$ cat config.mk
export PLATFORM = sky130hd
export DESIGN_NAME = hex_page_record_decoder
export DESIGN_NICKNAME = d
export VERILOG_FILES = /design/src/rtl/hprd_pkg.sv /design/src/rtl/hex_page_record_decoder.sv /design/src/rtl/hprd_ctrl.sv /design/src/rtl/hprd_datapath.sv
export SDC_FILE = /design/constraint.sdc
export NUM_CORES = 1
export LEC_CHECK = 0
export CAP_MARGIN = 20
export CORE_ASPECT_RATIO = 0.6
export CORE_MARGIN = 2
export CORE_UTILIZATION = 35
export DETAILED_ROUTE_END_ITERATION = 10
export DONT_BUFFER_PORTS = 1
export GPL_ROUTABILITY_DRIVEN = 0
export HOLD_SLACK_MARGIN = 0.12
export SYNTH_ARGS = -nofsm -noshare
export SYNTH_HDL_FRONTEND = slang
export SYNTH_SLANG_ARGS = --single-unit
export TNS_END_PERCENT = 20
$ cat constraint.sdc
create_clock -name clock -period 4 [get_ports clock]
set_input_delay 0.6 -clock clock [delete_from_list [all_inputs] [get_ports clock]]
set_output_delay 0.6 -clock clock [all_outputs]
set_load 0.01 [all_outputs]
$ cat src/rtl/hprd_pkg.sv
// ----------------------------------------------------------------------------
// hprd_pkg
// Shared types, codes and helpers for the hex page record decoder.
// ----------------------------------------------------------------------------
package hprd_pkg;

   localparam int PAGE_BYTES_DEFAULT = 32;
   localparam int POS_W              = 6;
   localparam int COUNT_W            = 7;

   // input item kinds
   localparam logic KIND_CHAR = 1'b0;
   localparam logic KIND_END  = 1'b1;

   // result item kinds
   localparam logic OUT_DATA   = 1'b0;
   localparam logic OUT_STATUS = 1'b1;

   // status codes
   localparam logic [1:0] STATUS_OK       = 2'd0;
   localparam logic [1:0] STATUS_BAD_CHAR = 2'd1;
   localparam logic [1:0] STATUS_BAD_SUM  = 2'd2;

   localparam logic [7:0] CHAR_ZERO  = 8'h30;
   localparam logic [7:0] CHAR_NINE  = 8'h39;
   localparam logic [7:0] CHAR_LOW_A = 8'h61;
   localparam logic [7:0] CHAR_LOW_F = 8'h66;
   localparam logic [7:0] PAD_BYTE   = 8'hff;
   localparam logic [7:0] ZERO_BYTE  = 8'h00;

   typedef struct packed {
      logic       kind;
      logic [7:0] char_code;
   } req_payload_type;

   typedef struct packed {
      logic             out_kind;
      logic [POS_W-1:0] position;
      logic [7:0]       data_byte;
      logic [1:0]       status;
      logic             last;
   } rsp_payload_type;

   // controller to datapath
   typedef struct packed {
      logic accept_char;
      logic accept_end;
      logic load_pad;
      logic load_status;
   } cmd_type;

   // datapath to controller
   typedef struct packed {
      logic out_free;
      logic pad_none;
      logic pad_last;
   } sts_type;

   function automatic logic hex_is_digit(input logic [7:0] c);
      return ((c >= CHAR_ZERO) && (c <= CHAR_NINE)) ||
             ((c >= CHAR_LOW_A) && (c <= CHAR_LOW_F));
   endfunction

   function automatic logic [3:0] hex_nibble(input logic [7:0] c);
      logic [7:0] v;
      if (c <= CHAR_NINE) begin
         v = c - CHAR_ZERO;
      end else begin
         v = c - CHAR_LOW_A + 8'd10;
      end
      return v[3:0];
   endfunction

endpackage

$ cat src/rtl/hex_page_record_decoder.sv
// ----------------------------------------------------------------------------
// hex_page_record_decoder
// Decodes lowercase hex characters into page bytes with an xor checksum.
// ----------------------------------------------------------------------------
//  channel  direction  payload            transfer when
//  req      in         req_payload_type   req_valid && !req_stall
//  rsp      out        rsp_payload_type   rsp_valid && !rsp_stall
//
//  a new character is taken as soon as the result register is empty or
//  being drained in the same cycle.
//  an end item is followed by the padding bytes (up to PAGE_BYTES) and
//  then the status, each paced by the result register.
//  characters are held off (req_stall) during padding and status.
//  synchronous reset clears the sequencer, decoder state and result valid.
// ----------------------------------------------------------------------------
module hex_page_record_decoder
   import hprd_pkg::*;
#(
   parameter int PAGE_BYTES = PAGE_BYTES_DEFAULT
) (
   input  logic            clock,
   input  logic            reset,
   input  logic            req_valid,
   output logic            req_stall,
   input  req_payload_type req_payload,
   output logic            rsp_valid,
   input  logic            rsp_stall,
   output rsp_payload_type rsp_payload
);

   cmd_type cmd;
   sts_type sts;

   hprd_ctrl u_ctrl (
      .clock     (clock),
      .reset     (reset),
      .req_valid (req_valid),
      .req_kind  (req_payload.kind),
      .sts       (sts),
      .cmd       (cmd),
      .req_stall (req_stall)
   );

   hprd_datapath #(
      .PAGE_BYTES (PAGE_BYTES)
   ) u_datapath (
      .clock       (clock),
      .reset       (reset),
      .req_payload (req_payload),
      .cmd         (cmd),
      .sts         (sts),
      .rsp_valid   (rsp_valid),
      .rsp_stall   (rsp_stall),
      .rsp_payload (rsp_payload)
   );

endmodule

$ cat src/rtl/hprd_ctrl.sv
// ----------------------------------------------------------------------------
// hprd_ctrl
// Sequencer: takes characters in idle, then walks padding and status.
// ----------------------------------------------------------------------------
module hprd_ctrl
   import hprd_pkg::*;
(
   input  logic    clock,
   input  logic    reset,
   input  logic    req_valid,
   input  logic    req_kind,
   input  sts_type sts,
   output cmd_type cmd,
   output logic    req_stall
);

   localparam logic [1:0] ST_IDLE   = 2'd0;
   localparam logic [1:0] ST_PAD    = 2'd1;
   localparam logic [1:0] ST_STATUS = 2'd2;

   logic [1:0] state_ff, state_in;
   logic       take;

   assign take      = (state_ff == ST_IDLE) && sts.out_free;
   assign req_stall = !take;

   always_comb begin
      cmd.accept_char = take && req_valid && (req_kind == KIND_CHAR);
      cmd.accept_end  = take && req_valid && (req_kind == KIND_END);
      cmd.load_pad    = (state_ff == ST_PAD) && sts.out_free;
      cmd.load_status = (state_ff == ST_STATUS) && sts.out_free;
   end

   always_comb begin
      state_in = state_ff;
      unique case (state_ff)
         ST_IDLE: begin
            if (cmd.accept_end) begin
               state_in = sts.pad_none ? ST_STATUS : ST_PAD;
            end
         end
         ST_PAD: begin
            if (cmd.load_pad && sts.pad_last) begin
               state_in = ST_STATUS;
            end
         end
         ST_STATUS: begin
            if (cmd.load_status) begin
               state_in = ST_IDLE;
            end
         end
         default: state_in = ST_IDLE;
      endcase
   end

   always_ff @(posedge clock) begin
      if (reset) begin
         state_ff <= ST_IDLE;
      end else begin
         state_ff <= state_in;
      end
   end

endmodule

$ cat src/rtl/hprd_datapath.sv
// ----------------------------------------------------------------------------
// hprd_datapath
// Digit pairing, held byte, xor sum, pad counter and the result register.
// ----------------------------------------------------------------------------
module hprd_datapath
   import hprd_pkg::*;
#(
   parameter int PAGE_BYTES = PAGE_BYTES_DEFAULT
) (
   input  logic            clock,
   input  logic            reset,
   input  req_payload_type req_payload,
   input  cmd_type         cmd,
   output sts_type         sts,
   output logic            rsp_valid,
   input  logic            rsp_stall,
   output rsp_payload_type rsp_payload
);

   localparam logic [COUNT_W-1:0] MAX_BYTES = COUNT_W'(PAGE_BYTES + 1);
   localparam logic [COUNT_W-1:0] PAGE_CNT  = COUNT_W'(PAGE_BYTES);
   localparam logic [POS_W-1:0]   LAST_POS  = POS_W'(PAGE_BYTES - 1);

   logic               low_ff, low_in;
   logic [3:0]         high_ff, high_in;
   logic [7:0]         held_ff, held_in;
   logic               held_valid_ff, held_valid_in;
   logic [COUNT_W-1:0] count_ff, count_in;
   logic [7:0]         xor_ff, xor_in;
   logic               error_ff, error_in;
   logic [POS_W-1:0]   pad_pos_ff, pad_pos_in;
   logic               rsp_valid_ff, rsp_valid_in;
   rsp_payload_type    rsp_ff, rsp_in;

   logic               bad_end;
   logic [COUNT_W-1:0] start_pos;
   logic [COUNT_W-1:0] emit_pos;
   logic [7:0]         new_byte;
   logic               char_live;
   logic               emit_char;
   logic [1:0]         final_status;

   assign bad_end   = error_ff || low_ff;
   assign start_pos = (count_ff == '0) ? '0 : count_ff - COUNT_W'(1);
   assign emit_pos  = count_ff - COUNT_W'(1);
   assign new_byte  = {high_ff, hex_nibble(req_payload.char_code)};
   assign char_live = cmd.accept_char && !error_ff && (count_ff < MAX_BYTES);
   assign emit_char = char_live && hex_is_digit(req_payload.char_code) && low_ff
                      && held_valid_ff;

   always_comb begin
      if (bad_end) begin
         final_status = STATUS_BAD_CHAR;
      end else if (xor_ff != ZERO_BYTE) begin
         final_status = STATUS_BAD_SUM;
      end else begin
         final_status = STATUS_OK;
      end
   end

   always_comb begin
      sts.out_free = !rsp_valid_ff || !rsp_stall;
      sts.pad_none = bad_end || (start_pos >= PAGE_CNT);
      sts.pad_last = (pad_pos_ff == LAST_POS);
   end

   // decoder state
   always_comb begin
      low_in        = low_ff;
      high_in       = high_ff;
      held_in       = held_ff;
      held_valid_in = held_valid_ff;
      count_in      = count_ff;
      xor_in        = xor_ff;
      error_in      = error_ff;
      pad_pos_in    = pad_pos_ff;
      priority if (cmd.load_status) begin
         low_in        = 1'b0;
         high_in       = '0;
         held_in       = '0;
         held_valid_in = 1'b0;
         count_in      = '0;
         xor_in        = '0;
         error_in      = 1'b0;
      end else if (cmd.load_pad) begin
         pad_pos_in = pad_pos_ff + POS_W'(1);
      end else if (cmd.accept_end) begin
         pad_pos_in = start_pos[POS_W-1:0];
      end else if (char_live) begin
         if (!hex_is_digit(req_payload.char_code)) begin
            error_in = 1'b1;
         end else if (!low_ff) begin
            high_in = hex_nibble(req_payload.char_code);
            low_in  = 1'b1;
         end else begin
            low_in        = 1'b0;
            xor_in        = xor_ff ^ new_byte;
            held_in       = new_byte;
            held_valid_in = 1'b1;
            count_in      = count_ff + COUNT_W'(1);
         end
      end
   end

   // result register
   always_comb begin
      rsp_in       = rsp_ff;
      rsp_valid_in = rsp_valid_ff && rsp_stall;
      priority if (cmd.load_status) begin
         rsp_valid_in       = 1'b1;
         rsp_in.out_kind    = OUT_STATUS;
         rsp_in.position    = '0;
         rsp_in.data_byte   = ZERO_BYTE;
         rsp_in.status      = final_status;
         rsp_in.last        = 1'b1;
      end else if (cmd.load_pad) begin
         rsp_valid_in       = 1'b1;
         rsp_in.out_kind    = OUT_DATA;
         rsp_in.position    = pad_pos_ff;
         rsp_in.data_byte   = PAD_BYTE;
         rsp_in.status      = STATUS_OK;
         rsp_in.last        = 1'b0;
      end else if (emit_char) begin
         rsp_valid_in       = 1'b1;
         rsp_in.out_kind    = OUT_DATA;
         rsp_in.position    = emit_pos[POS_W-1:0];
         rsp_in.data_byte   = held_ff;
         rsp_in.status      = STATUS_OK;
         rsp_in.last        = 1'b0;
      end else begin
         rsp_in = rsp_ff;
      end
   end

   always_ff @(posedge clock) begin
      if (reset) begin
         low_ff        <= 1'b0;
         high_ff       <= '0;
         held_ff       <= '0;
         held_valid_ff <= 1'b0;
         count_ff      <= '0;
         xor_ff        <= '0;
         error_ff      <= 1'b0;
         rsp_valid_ff  <= 1'b0;
      end else begin
         low_ff        <= low_in;
         high_ff       <= high_in;
         held_ff       <= held_in;
         held_valid_ff <= held_valid_in;
         count_ff      <= count_in;
         xor_ff        <= xor_in;
         error_ff      <= error_in;
         rsp_valid_ff  <= rsp_valid_in;
      end
   end

   always_ff @(posedge clock) begin
      pad_pos_ff <= pad_pos_in;
      rsp_ff     <= rsp_in;
   end

   assign rsp_valid   = rsp_valid_ff;
   assign rsp_payload = rsp_ff;

   // a waiting result is never overwritten
   a_no_overwrite: assert property (@(posedge clock) disable iff (reset)
      (rsp_valid_ff && rsp_stall) |-> !(cmd.load_pad || cmd.load_status || emit_char))
      else $error("result register loaded while stalled");

   a_count_bound: assert property (@(posedge clock) disable iff (reset)
      count_ff <= MAX_BYTES)
      else $error("byte count beyond page plus checksum");

   a_status_clears: assert property (@(posedge clock) disable iff (reset)
      cmd.load_status |=> (count_ff == '0) && !error_ff && !low_ff && !held_valid_ff)
      else $error("decoder state not cleared after status");

   a_pad_in_page: assert property (@(posedge clock) disable iff (reset)
      cmd.load_pad |-> (pad_pos_ff <= LAST_POS))
      else $error("padding beyond last page position");

endmodule
Yosys cells after proc, flatten, opt, wreduce, memory -nomap -nowiden
Index checks and enable logic that the tools add are counted.
{ "op_classes": {"add_sub_neg": 6, "magnitude_cmp": 6, "bitwise": 7, "n_eq_ne": 6, "muxes": 18, "n_reduce_logical": 36} }
{ "ops": {"columns": ["cell", "n"], "rows": [
  ["$mux 18", 2],
  ["$logic_and 1x1->1", 15],
  ["$mux 2", 6],
  ["$mux 6", 2],
  ["$reduce_and 5->1", 2],
  ["$ge 8x6->1 const B", 1],
  ["$ge 8x7->1 const B", 1],
  ["$le 8x6->1 const B", 1],
  ["$le 8x7->1 const B", 1],
  ["$reduce_and 4->1", 2],
  ["$reduce_bool 8->1", 1],
  ["$sub 4x1->4 const B", 2],
  ["$xor 8x8->8", 1],
  ["$add 7x1->7 const B", 1],
  ["$ge 7x6->1 const B", 1],
  ["$logic_not 7->1", 1],
  ["$lt 7x6->1 const B", 1],
  ["$mux 7", 1],
  ["$sub 7x1->7 const B", 1],
  ["$add 6x1->6 const B", 1],
  ["$eq 6x5->1 const B", 1],
  ["$ne 2x2->1 const B", 3],
  ["$not 1->1", 6],
  ["$pmux 2 s3", 1],
  ["other kinds (14)", 24]
]} }
{ "word_totals": {"output_inout_bits": 20, "in_bits": 13, "reg_bits": 57, "wordCells": 94} }

Longest topological paths before layout
Gate-level depths: netlist (run 1).
{ "depth": {"depth_word": 13, "mapped_depth": 9, "mapped_depth_nobuf": 7} }

By module
Synthesis (run 1) repeated with hierarchy kept, for this count alone.
{ "hier_totals": {"cells_unflattened": 319, "hier_area_um2": 2834.0} }
{ "by_module_without_submodules": {"columns": ["module", "area_per_inst_um2", "instances", "seq_area_each_um2", "cells_per_inst"], "rows": [
  ["hprd_datapath", 2695.1, 1, 1161.1, 302],
  ["hprd_ctrl", 138.9, 1, 40.0, 17]
]} }

Worst setup path after synthesis (run 1)
Ideal clock, no wire load.
{ "synth_timing": {"path_kind": "in2reg", "from": "input req_payload[1] (netlist bit)", "to": "register u_datapath.rsp_ff (netlist bit u_datapath.rsp_payload[7])", "required_ps": 3844, "n_path_buf": 1, "arrival_time_ps": 2428, "setup_time_ps": 156, "setup_slack_ps": 1416, "stages": 8, "cell_sequence": "inv_1 ha_1 or3b_2 nand4_1 a2111o_1 buf_1 mux2i_1 a21oi_1"} }
{ "synth_between": {"elab_chain_cells": 7, "word_cells_on_any_way": 11, "cone_classes": "4 x order compare; 7 x reduce/logical"} }
{ "synth_lines": {"columns": ["item", "line", "source"], "rows": [
  ["from (decl)", "hex_page_record_decoder.sv:25", "input req_payload_type req_payload,"],
  ["$ge 8x6->1 (tied with other cells)", "hprd_pkg.sv:60", "return ((c >= CHAR_ZERO) && (c <= CHAR_NINE)) ||"],
  ["$logic_and 1x1->1 (on tied branches)", "hprd_pkg.sv:60, hprd_pkg.sv:61", null],
  ["$logic_or 1x1->1 (*)", "hprd_pkg.sv:60", null],
  ["$logic_and 1x1->1 (*) (2 in a row)", "hprd_datapath.sv:48", "assign emit_char = char_live && hex_is_digit(req_payload.char_code) && low_ff"],
  ["$logic_and 1x1->1 (*)", "hprd_datapath.sv:49", "&& held_valid_ff;"],
  ["$reduce_bool 2->1 (no source line) (*)", null, null],
  ["to (signal assigned)", "hprd_datapath.sv:159", "rsp_ff <= rsp_in;"],
  ["to (decl)", "hprd_datapath.sv:33", "rsp_payload_type rsp_ff, rsp_in;"]
]} }
Every way passes the cells marked *; elsewhere a longest branch is shown, timed or not.
A chain may end at the register's enable or synchronous reset.

Final worst setup path (run 1)
{ "layout_timing": {"from": "register u_ctrl.state_ff[0]", "to": "register u_datapath.rsp_ff (netlist bit u_datapath.rsp_payload[12])"} }
{ "layout_between": {"elab_chain_cells": 10, "word_cells_on_any_way": 15, "cone_classes": "2 x eq/ne; 1 x mux; 12 x reduce/logical"} }
{ "layout_lines": {"columns": ["item", "line", "source"], "rows": [
  ["from (decl)", "hprd_ctrl.sv:21", "logic [1:0] state_ff, state_in;"],
  ["from (signal assigned)", "hprd_ctrl.sv:60", "state_ff <= state_in;"],
  ["$logic_not 2->1", "hprd_ctrl.sv:24", "assign take = (state_ff == ST_IDLE) && sts.out_free;"],
  ["$logic_and 1x1->1", "hprd_ctrl.sv:24", null],
  ["$logic_and 1x1->1 (2 in a row)", "hprd_ctrl.sv:28", "cmd.accept_char = take && req_valid && (req_kind == KIND_CHAR);"],
  ["$logic_and 1x1->1 (2 in a row)", "hprd_datapath.sv:47", "assign char_live = cmd.accept_char && !error_ff && (count_ff < MAX_BYTES);"],
  ["$logic_and 1x1->1 (2 in a row)", "hprd_datapath.sv:48", null],
  ["$logic_and 1x1->1", "hprd_datapath.sv:49", null],
  ["$reduce_bool 2->1 (no source line)", null, null]
]} }
Several ways; a longest one is shown, not always the timed one.

==> results of run 1 <==
## state kept, by name (all words and copies together) (netlist names), 2 cells and up
signal and count:
u_datapath.xor_ff 8, u_ctrl.state_ff 2, u_datapath.rsp_payload 17, u_datapath.held_ff 8, u_datapath.count_ff 7, u_datapath.pad_pos_ff 6
u_datapath.high_ff 4
## metal layers
layer  vias to the layer above  routed length (um)  track usage
met2                        44                2440        0.214
met3                         6                 432       0.0427
met4                         0                  76       0.0431
met5                         -                   0            0
li1                       1101                   -            -
met1                      1038                3290        0.229
## worst max-delay path: stages, from the launching register on
cell and delay, ps:
dfxtp_1 410, a211o_1 320, or4b_1 680, a2111o_1 700
or4_1 490, nand3_1 90
## kinds of logic (layout without fill, tap and decap cells)
family,count (synthesis),in the layout,share of synthesized area
mux,24,24,0.0859
flops,56,56,0.427
fa+ha+maj,6,6,0.0267
compound gates,58,58,0.154
buf+inv,24,19,0.0396
simple gates,135,135,0.239
xor+xnor,9,9,0.0280
## cells in the mapped netlist (6+ instances only)
| cell type | number |
|---|---|
| a21oi_1 | 23 |
| clkbuf_1 | 7 |
| dfxtp_1 | 48 |
| edfxtp_1 | 8 |
| ha_1 | 6 |
| inv_1 | 6 |
| mux2i_1 | 23 |
| nand2_1 | 36 |
| nand2b_1 | 14 |
| nand3_1 | 16 |
| nand4_1 | 15 |
| nor2_1 | 29 |
| o21ai_0 | 8 |
| xnor2_1 | 6 |
## power breakdown
part / switching [mW] / leakage, nW / total [mW] / internal (mW)
sequential: 0.104 / 0.470 / 0.766 / 0.662
clock: 0.202 / 0.0736 / 0.434 / 0.231
combinational: 0.111 / 0.608 / 0.193 / 0.0822
## worst min-delay path by stage
| stage | start | end | slack, ps | cells past startpoint |
|---|---|---|---|---|
| final | reset | u_datapath.rsp_valid | 370 | 1 |
| after global routing | reset | u_datapath.rsp_valid | 350 | 1 |
| after CTS | reset | u_datapath.rsp_valid | 360 | 1 |
| after detailed placement | u_datapath.xor_ff[0] | u_datapath.xor_ff[0] | 470 | 2 |
| after global placement | u_datapath.xor_ff[0] | u_datapath.xor_ff[0] | 450 | 2 |
| after floorplan | u_datapath.held_valid_ff | u_datapath.held_valid_ff | 440 | 2 |
## cell type report
| type | instances | share of cell area |
|---|---|---|
| Clock buffer | 5 | 0.0412 |
| Timing Repair Buffer | 5 | 0.0123 |
| Sequential cell | 56 | 0.395 |
| Clock inverter | 3 | 0.00617 |
| Inverter | 6 | 0.00741 |
| Tap cell | 108 | 0.0444 |
| Multi-Input combinational cell | 232 | 0.493 |
## stage by stage
| step | power (mW) | utilization | instances | hold slack [ps] | worst slack (ps) |
|---|---|---|---|---|---|
| after floorplan | 0.924 | - | 312 | 440 | 1420 |
| after global placement | 0.971 | 0.370 | 407 | 454 | 1120 |
| after detailed placement | 0.976 | 0.370 | 407 | 467 | 1080 |
| after CTS | 1.41 | 0.389 | 415 | 356 | 1260 |
| after global routing | 1.47 | 0.389 | 415 | 351 | 1170 |
| final | 1.39 | 0.389 | 415 | 365 | 1250 |
## cell usage in the layout (no fill, tap or decap), types with 2 or more instances in the layout
| cell | synthesis | final |
|---|---|---|
| inv_1 | 6 | 6 |
| or2_1 | 2 | 2 |
| a21oi_1 | 23 | 23 |
| nor3_1 | 5 | 5 |
| or2_2 | 2 | 2 |
| edfxtp_1 | 8 | 8 |
| nand2_1 | 36 | 36 |
| dfxtp_1 | 48 | 48 |
| o21ai_0 | 8 | 8 |
| nand3_1 | 16 | 16 |
| clkinv_2 | 0 | 2 |
| o31ai_1 | 2 | 2 |
| clkbuf_16 | 0 | 5 |
| ha_1 | 6 | 6 |
| xnor2_1 | 6 | 6 |
| xor2_1 | 3 | 3 |
| nor2_1 | 29 | 29 |
| a31o_1 | 5 | 5 |
| and2_1 | 3 | 3 |
| mux2i_1 | 23 | 23 |
| o21a_1 | 2 | 2 |
| a211o_1 | 2 | 2 |
| nor4_1 | 3 | 3 |
| nand4_1 | 15 | 15 |
| buf_4 | 2 | 5 |
| nor2b_1 | 2 | 2 |
| a2111oi_4 | 3 | 3 |
| a31oi_1 | 3 | 3 |
| nand2b_1 | 14 | 14 |
==> impl_metrics.json, run 1 <==
{
  "status": "finished clean",
  "synth_cells": 312,
  "critPathKind": "reg2reg",
  "rr_worst_depth": 5,
  "ant_nets": 0,
  "avgViaCountPerCell": 5.27,
  "finalHoldViolCount": 0,
  "grt_pass1_wl_mm": 10.4,
  "place_area_mm2": 0.00290,
  "relSlewSlack": 0.409,
  "seq_area_mm2": 0.00120,
  "syn_area_mm2": 0.00281,
  "synth_edf_count": 8,
  "arrival_ps": 2990,
  "vdd_ir_drop_max_uv": 255,
  "synth_flop_cell": "dfxtp_1",
  "cts_setup_buffers": 0,
  "drt_iter0_markers": 124,
  "cts-resized-gates": 0,
  "ys_types": 51,
  "crit_path_end": "u_datapath.rsp_payload[12]",
  "core_mm2": 0.00782,
  "worst_slew_pin_slew_ps": 886,
  "cts_buffers": 5,
  "rrSetupSlack_ps": 1250,
  "finClkSkew_ps": 7.22,
  "synth.yosys.seq_area_share": 0.427,
  "yosys-top-cells-area": "dfxtp_1 34%, edfxtp_1 8.5%, mux2i_1 8.2%, nand2_1 4.8%, a21oi_1 4.1%",
  "cp_max_fo": 13,
  "finalNetCount": 325,
  "htree_levels": 2,
  "crit_start": "u_ctrl.state_ff[0]",
  "grt.overflow.total": 0,
  "maxCapViolCount": 0,
  "fin_crit_ps": 2750,
  "tritoncts": "built",
  "grtUsageTotal": 0.153,
  "synthArstFlopShare": 0,
  "hpwl_mm": 4.62,
  "rows": 25,
  "cts.sinks": 56,
  "routed_wl_mm": 6.24,
  "synth_top_area_frac": 0.342,
  "fmax_mhz": 363,
  "hold_path_class": "in2reg",
  "worstPathRequired_ps": 4230,
  "die_y_um": 73.4,
  "rsz0062_at_grt": "no",
  "p_per_area_mw_per_mm2": 458,
  "worst_setup_path_start_kind": "flop",
  "final_cell_area_mm2": 0.00304,
  "multi_input_area_mm2": 0.00150,
  "yosysWarnings": 0,
  "crit-reg2reg-capture": "u_datapath.rsp_payload[12]",
  "drv_slew": 0,
  "grt_start_max_net_pins": 30,
  "setup_violations": 0,
  "die_width_um": 120,
  "ios": 33,
  "io_buffers": 0,
  "clockRootBuffer": "clkbuf_16",
  "clk_path_buf_depth": 2,
  "route.detailed.wl_per_inst_um": 15.0,
  "antenna_found_initial": 0,
  "syn_area_per_cell_um2": 9.02,
  "grt_pass1_vias": 1979,
  "drive_gt1_frac": 0.0717,
  "fin_setup_tns_ps": 0,
  "p_leak_nw": 1.15,
  "endpoint_kind": "flop",
  "synth_nets": 331,
  "dr.pass1.iters": 4,
  "cts.clk_slew.worst_paths_ps": 70,
  "drc": 0,
  "antennaDiodeCount": 0,
  "synth-seq-cells": 56,
  "vias": 2189,
  "clk_latency_ps": 290,
  "fin_crit_sh": 0.688,
  "yosysTopAreaCell": "dfxtp_1",
  "reg2reg_from": "u_ctrl.state_ff[0]",
  "cts_hold_buf": 0,
  "area_growth_pct": 8.10,
  "fill_cells": 824,
  "die_area_mm2": 0.00879,
  "start_util": 0.360
}
(Power assumes the default switching activity.)
==> inputs of run 2 (changes only) <==
Clock period 4 ns to 2.63 ns, I/O delays scaled along.
==> impl_metrics.json, run 2 (synthesized netlist as in run 1, its figures left out) <==
{
  "avgViaCountPerCell": 5.35,
  "fill_cells": 808,
  "finalHoldViolCount": 0,
  "ios": 33,
  "grtUsageTotal": 0.157,
  "crit-reg2reg-capture": "u_datapath.rsp_payload[7]",
  "worst_setup_path_start_kind": "flop",
  "cts_hold_buf": 0,
  "cts_buffers": 5,
  "p_per_area_mw_per_mm2": 701,
  "drive_gt1_frac": 0.0978,
  "vias": 2273,
  "grt_start_max_net_pins": 29,
  "dr.pass1.iters": 5,
  "rows": 25,
  "endpoint_kind": "flop",
  "place_ws_ps": 234,
  "cts.clk_slew.worst_paths_ps": 80,
  "vdd_ir_drop_max_uv": 382,
  "clk_latency_ps": 300,
  "hold_start": "reset",
  "antenna_found_initial": 0,
  "seq_area_mm2": 0.00120,
  "grt_pass1_vias": 2137,
  "cts_setup_buffers": 0,
  "whs_endpoint": "u_datapath.rsp_valid",
  "die_area_mm2": 0.00879,
  "io_buffers": 0,
  "setup_violations": 0,
  "status": "finished clean",
  "grt.overflow.total": 0,
  "worstPathRequired_ps": 2810,
  "fmax_mhz": 412,
  "die_width_um": 120,
  "finalCoreUtilization": 0.402,
  "place_area_mm2": 0.00298,
  "reg2reg_from": "u_ctrl.state_ff[1]",
  "rrSetupSlack_ps": 200,
  "maxCapViolCount": 0,
  "final_cell_area_mm2": 0.00315,
  "routed_wl_mm": 6.56,
  "critPathKind": "reg2reg",
  "clockRootBuffer": "clkbuf_16",
  "ant_nets": 0,
  "drc": 0,
  "cp_max_fo": 9,
  "drt_iter0_markers": 148,
  "die_y_um": 73.4,
  "cts.sinks": 56,
  "fin_crit_ps": 2430,
  "relSlewSlack": 0.505,
  "drv_slew": 0,
  "start_util": 0.360,
  "final_common_cell": "dfxtp_1",
  "p_leak_nw": 1.21,
  "rr_worst_depth": 6,
  "finalNetCount": 335,
  "rsz0062_at_grt": "no",
  "multi_input_area_mm2": 0.00150,
  "antennaDiodeCount": 0,
  "htree_levels": 2,
  "finClkSkew_ps": 9.50,
  "grt_pass1_wl_mm": 10.8,
  "worst_slew_pin_slew_ps": 736,
  "clk_path_buf_depth": 2,
  "area_growth_pct": 11.9,
  "hpwl_mm": 4.93,
  "cts-resized-gates": 0,
  "hold_depth": 1,
  "arrival_ps": 2610,
  "fin_crit_sh": 0.924,
  "core_mm2": 0.00782,
  "hold_path_class": "in2reg",
  "route.detailed.wl_per_inst_um": 15.4,
  "largest_reg_flops": 17,
  "fin_setup_tns_ps": 0,
  "final_cell_mix": "48 x dfxtp_1, 36 x nand2_1, 29 x nor2_1, 23 x mux2i_1, 23 x a21oi_1",
  "final.setup.worst_slack_ps": 201,
  "tritoncts": "built"
}
run 2: changes by cell type in the layout (fill, tap and decap cells not counted), sizes merged:
| cell | before | now |
|---|---|---|
| buf | 5 | 15 |
| clkbuf | 5 | 7 |
| clkinv | 3 | 0 |
| inv | 6 | 7 |
run 2: worst max path at each step:
stage	start	to	slack, ps	cells after the start
3_5_place_dp	u_datapath.rsp_valid	u_datapath.rsp_payload[7]	230	6
2_1_floorplan	u_ctrl.state_ff[1]	u_datapath.count_ff[1]	220	8
4_1_cts	u_ctrl.state_ff[1]	u_datapath.rsp_payload[7]	210	6
6_report	u_ctrl.state_ff[1]	u_datapath.rsp_payload[7]	200	6
5_1_grt	u_ctrl.state_ff[1]	u_datapath.count_ff[3]	90	6
3_3_place_gp	u_datapath.rsp_valid	u_datapath.rsp_payload[5]	290	6
run 2: stage by stage:
stage          instances  total power [mW]  hold WS, ps
6_report             425              2.20          161
5_1_grt              425              2.32          149
4_1_cts              425              2.23          155
3_5_place_dp         417              1.51          467
3_3_place_gp         417              1.49          458
2_1_floorplan        312              1.41          440
run 2: layout make-up:
type / count / area share
multi-input combinational: 232 / 0.477
inverter: 6 / 0.00716
clock buffer: 7 / 0.0489
tap: 108 / 0.0429
timing repair buffer: 15 / 0.0398
sequential: 56 / 0.382
clock inverter: 1 / 0.00278
run 2: critical path, cell delays in order, from the launching register on:
cell and delay, ps:
dfxtp_1 390, a211o_1 310, or4b_1 690, a2111o_1 470, buf_4 200, mux2i_1 160, a21oi_1 80
run 2: routing by layer:
layer  vias up  share of wire  GRT usage
met1      1078           0.51      0.224
met5         -              0          0
met4         0         0.0038     0.0248
met3         5          0.071     0.0497
li1       1125              -          -
met2        65           0.42      0.239
run 2: power by group:
| group | internal [mW] | leakage (nW) | switching [mW] | total, mW |
|---|---|---|---|---|
| Sequential | 1.01 | 0.470 | 0.153 | 1.16 |
| Combinational | 0.139 | 0.658 | 0.180 | 0.319 |
| Clock | 0.416 | 0.0797 | 0.311 | 0.727 |
==> inputs of run 3 (changes only) <==
--- a/config.mk
+++ b/config.mk
@@ -9,3 +9,3 @@
 export CORE_ASPECT_RATIO = 0.6
-export CORE_MARGIN = 2
+export CORE_MARGIN = 1
 export CORE_UTILIZATION = 35
==> constraint.sdc (replaced) <==
create_clock -name clock -period 2.63 [get_ports clock]
set_input_delay 0.1315 -clock clock [delete_from_list [all_inputs] [get_ports clock]]
set_output_delay 0.1315 -clock clock [all_outputs]
set_load 0.01 [all_outputs]
==> impl_metrics.json, run 3 (synthesized netlist as in run 1, its figures left out) <==
{
  "vdd_ir_drop_max_uv": 337,
  "die_width_um": 118,
  "hold_depth": 3,
  "finClkSkew_ps": 4.15,
  "p_sw_mw": 0.649,
  "wl_met3_um": 488,
  "stdcell_count": 425,
  "cts.sinks": 56,
  "cp_slowest_cell": "or4b_1",
  "clk_latency_ps": 300,
  "p_leak_nw": 1.23,
  "routed_wl_mm": 6.42,
  "dr.pass1.iters": 5,
  "maxCapViolCount": 0,
  "fin_crit_ps": 2460,
  "relSlewSlack": 0.512,
  "rrSetupSlack_ps": 170,
  "vias": 2219,
  "drv_slew": 0,
  "grt_pass1_wl_mm": 10.9,
  "fmax_mhz": 406,
  "sw_frac_of_total": 0.293,
  "final_cell_mix": "48 x dfxtp_1, 36 x nand2_1, 29 x nor2_1, 23 x mux2i_1, 23 x a21oi_1",
  "wl_met1_mm": 3.40,
  "rows": 24,
  "clockRootBuffer": "clkbuf_16",
  "die_y_um": 71.4,
  "place_inst": 415,
  "combPwrFrac": 0.149,
  "hold_path_class": "in2reg",
  "total_power_mw": 2.22,
  "endpoint_kind": "flop",
  "max_stage_delay_ps": 670,
  "wl_met2_mm": 2.46,
  "drt_iter0_markers": 169,
  "p_per_area_mw_per_mm2": 698,
  "highest_layer": "met4",
  "critPathKind": "reg2reg",
  "clk_path_buf_depth": 2,
  "arrival_ps": 2700,
  "drive_gt1_frac": 0.103,
  "finalHoldViolCount": 0,
  "cts_buffers": 5,
  "holdWs_ps": 133,
  "reg2reg_from": "u_ctrl.state_ff[1]",
  "hpwl_mm": 4.74,
  "route.detailed.wl_per_inst_um": 15.1,
  "ant_nets": 0,
  "antennaDiodeCount": 0,
  "fin_setup_tns_ps": 0,
  "finalNetCount": 339,
  "fin_crit_sh": 0.937,
  "avgViaCountPerCell": 5.22,
  "antenna_found_initial": 0,
  "worst_slew_pin_slew_ps": 725,
  "pwr-share-seq": 0.524,
  "grt.overflow.total": 0,
  "clkPwrFrac": 0.328,
  "cp_max_fo": 7,
  "p_int_mw": 1.57,
  "start_util": 0.375,
  "drc": 0,
  "largest_reg_flops": 17,
  "die_area_mm2": 0.00841,
  "worstPathRequired_ps": 2870,
  "rsz0062_at_grt": "no",
  "final_common_cell": "dfxtp_1",
  "grt_start_max_net_pins": 29,
  "tritoncts": "built",
  "htree_levels": 2,
  "final.setup.worst_slack_ps": 166,
  "cp_cell_sequence": "a211o_1 > or4b_1 > a2111o_1 > or4_1 > nand3_1",
  "rr_worst_depth": 5,
  "whs_endpoint": "u_datapath.high_ff[0]",
  "ios": 33,
  "io_buffers": 0,
  "cts.clk_slew.worst_paths_ps": 70,
  "crit-reg2reg-capture": "u_datapath.rsp_payload[12]",
  "worst_setup_path_start_kind": "flop",
  "setup_violations": 0,
  "grtUsageTotal": 0.167,
  "status": "finished clean",
  "area_growth_pct": 12.9,
  "hold_start": "req_payload[0]",
  "grt_pass1_vias": 2107,
  "place_ws_ps": 183,
  "core_mm2": 0.00751
}
## run 3: changes by cell type in the layout (fill, tap and decap cells not counted), sizes merged
cell         before  now
buf              15   17
dlygate4sd3       0    2
## run 3: worst max path at each step
stage                            start                         end
floorplan           u_ctrl.state_ff[1]      u_datapath.count_ff[1]
global placement    u_ctrl.state_ff[1]  u_datapath.rsp_payload[12]
detailed placement  u_ctrl.state_ff[1]  u_datapath.rsp_payload[12]
CTS                 u_ctrl.state_ff[1]  u_datapath.rsp_payload[12]
global route        u_ctrl.state_ff[1]   u_datapath.rsp_payload[9]
finish              u_ctrl.state_ff[1]  u_datapath.rsp_payload[12]
## run 3: metrics by stage
stage                      util  instance area [um^2]
final                     0.423                  3180
after global routing      0.423                  3180
after CTS                 0.423                  3180
after detailed placement  0.399                  2990
after global placement    0.399                  2990
after floorplan               -                  2810
## run 3: power groups by stage
stage	registers, mW	logic, mW	clock network (mW)
floorplan	1.14	0.262	0
global placement	1.19	0.321	0
detailed placement	1.19	0.326	0
CTS	1.16	0.332	0.749
global route	1.18	0.382	0.776
finish	1.16	0.330	0.726
## run 3: what timing repair did
item | 4_1_cts | 5_1_grt
hold endpoints to repair | 3 | 0
resized for setup | 0 | 0
setup buffers | 0 | 0
hold buffers | 2 | 0
## run 3: final cells by class
class | instances | area [um^2]
clock inverters | 1 | 8.76
flip-flops and latches | 56 | 1200
inverters | 6 | 22.5
repair buffers | 19 | 160
well taps | 104 | 130
clock buffers | 7 | 154
multi-input cells | 232 | 1500
fillers | 749 | 4330
## run 3: critical path: cells and delay by family, from the launching register on
family | cells | cell delay [ps]
DFF | 1 | 370
AOI/OAI and AO/OA | 2 | 840
and+or+nand+nor | 3 | 1200
## run 3: layer usage
| metal | global-route usage | vias up |
|---|---|---|
| li1 | - | 1138 |
| met1 | 0.248 | 1024 |
| met2 | 0.224 | 52 |
| met3 | 0.0533 | 5 |
| met4 | 0.0598 | 0 |
| met5 | 0 | - |
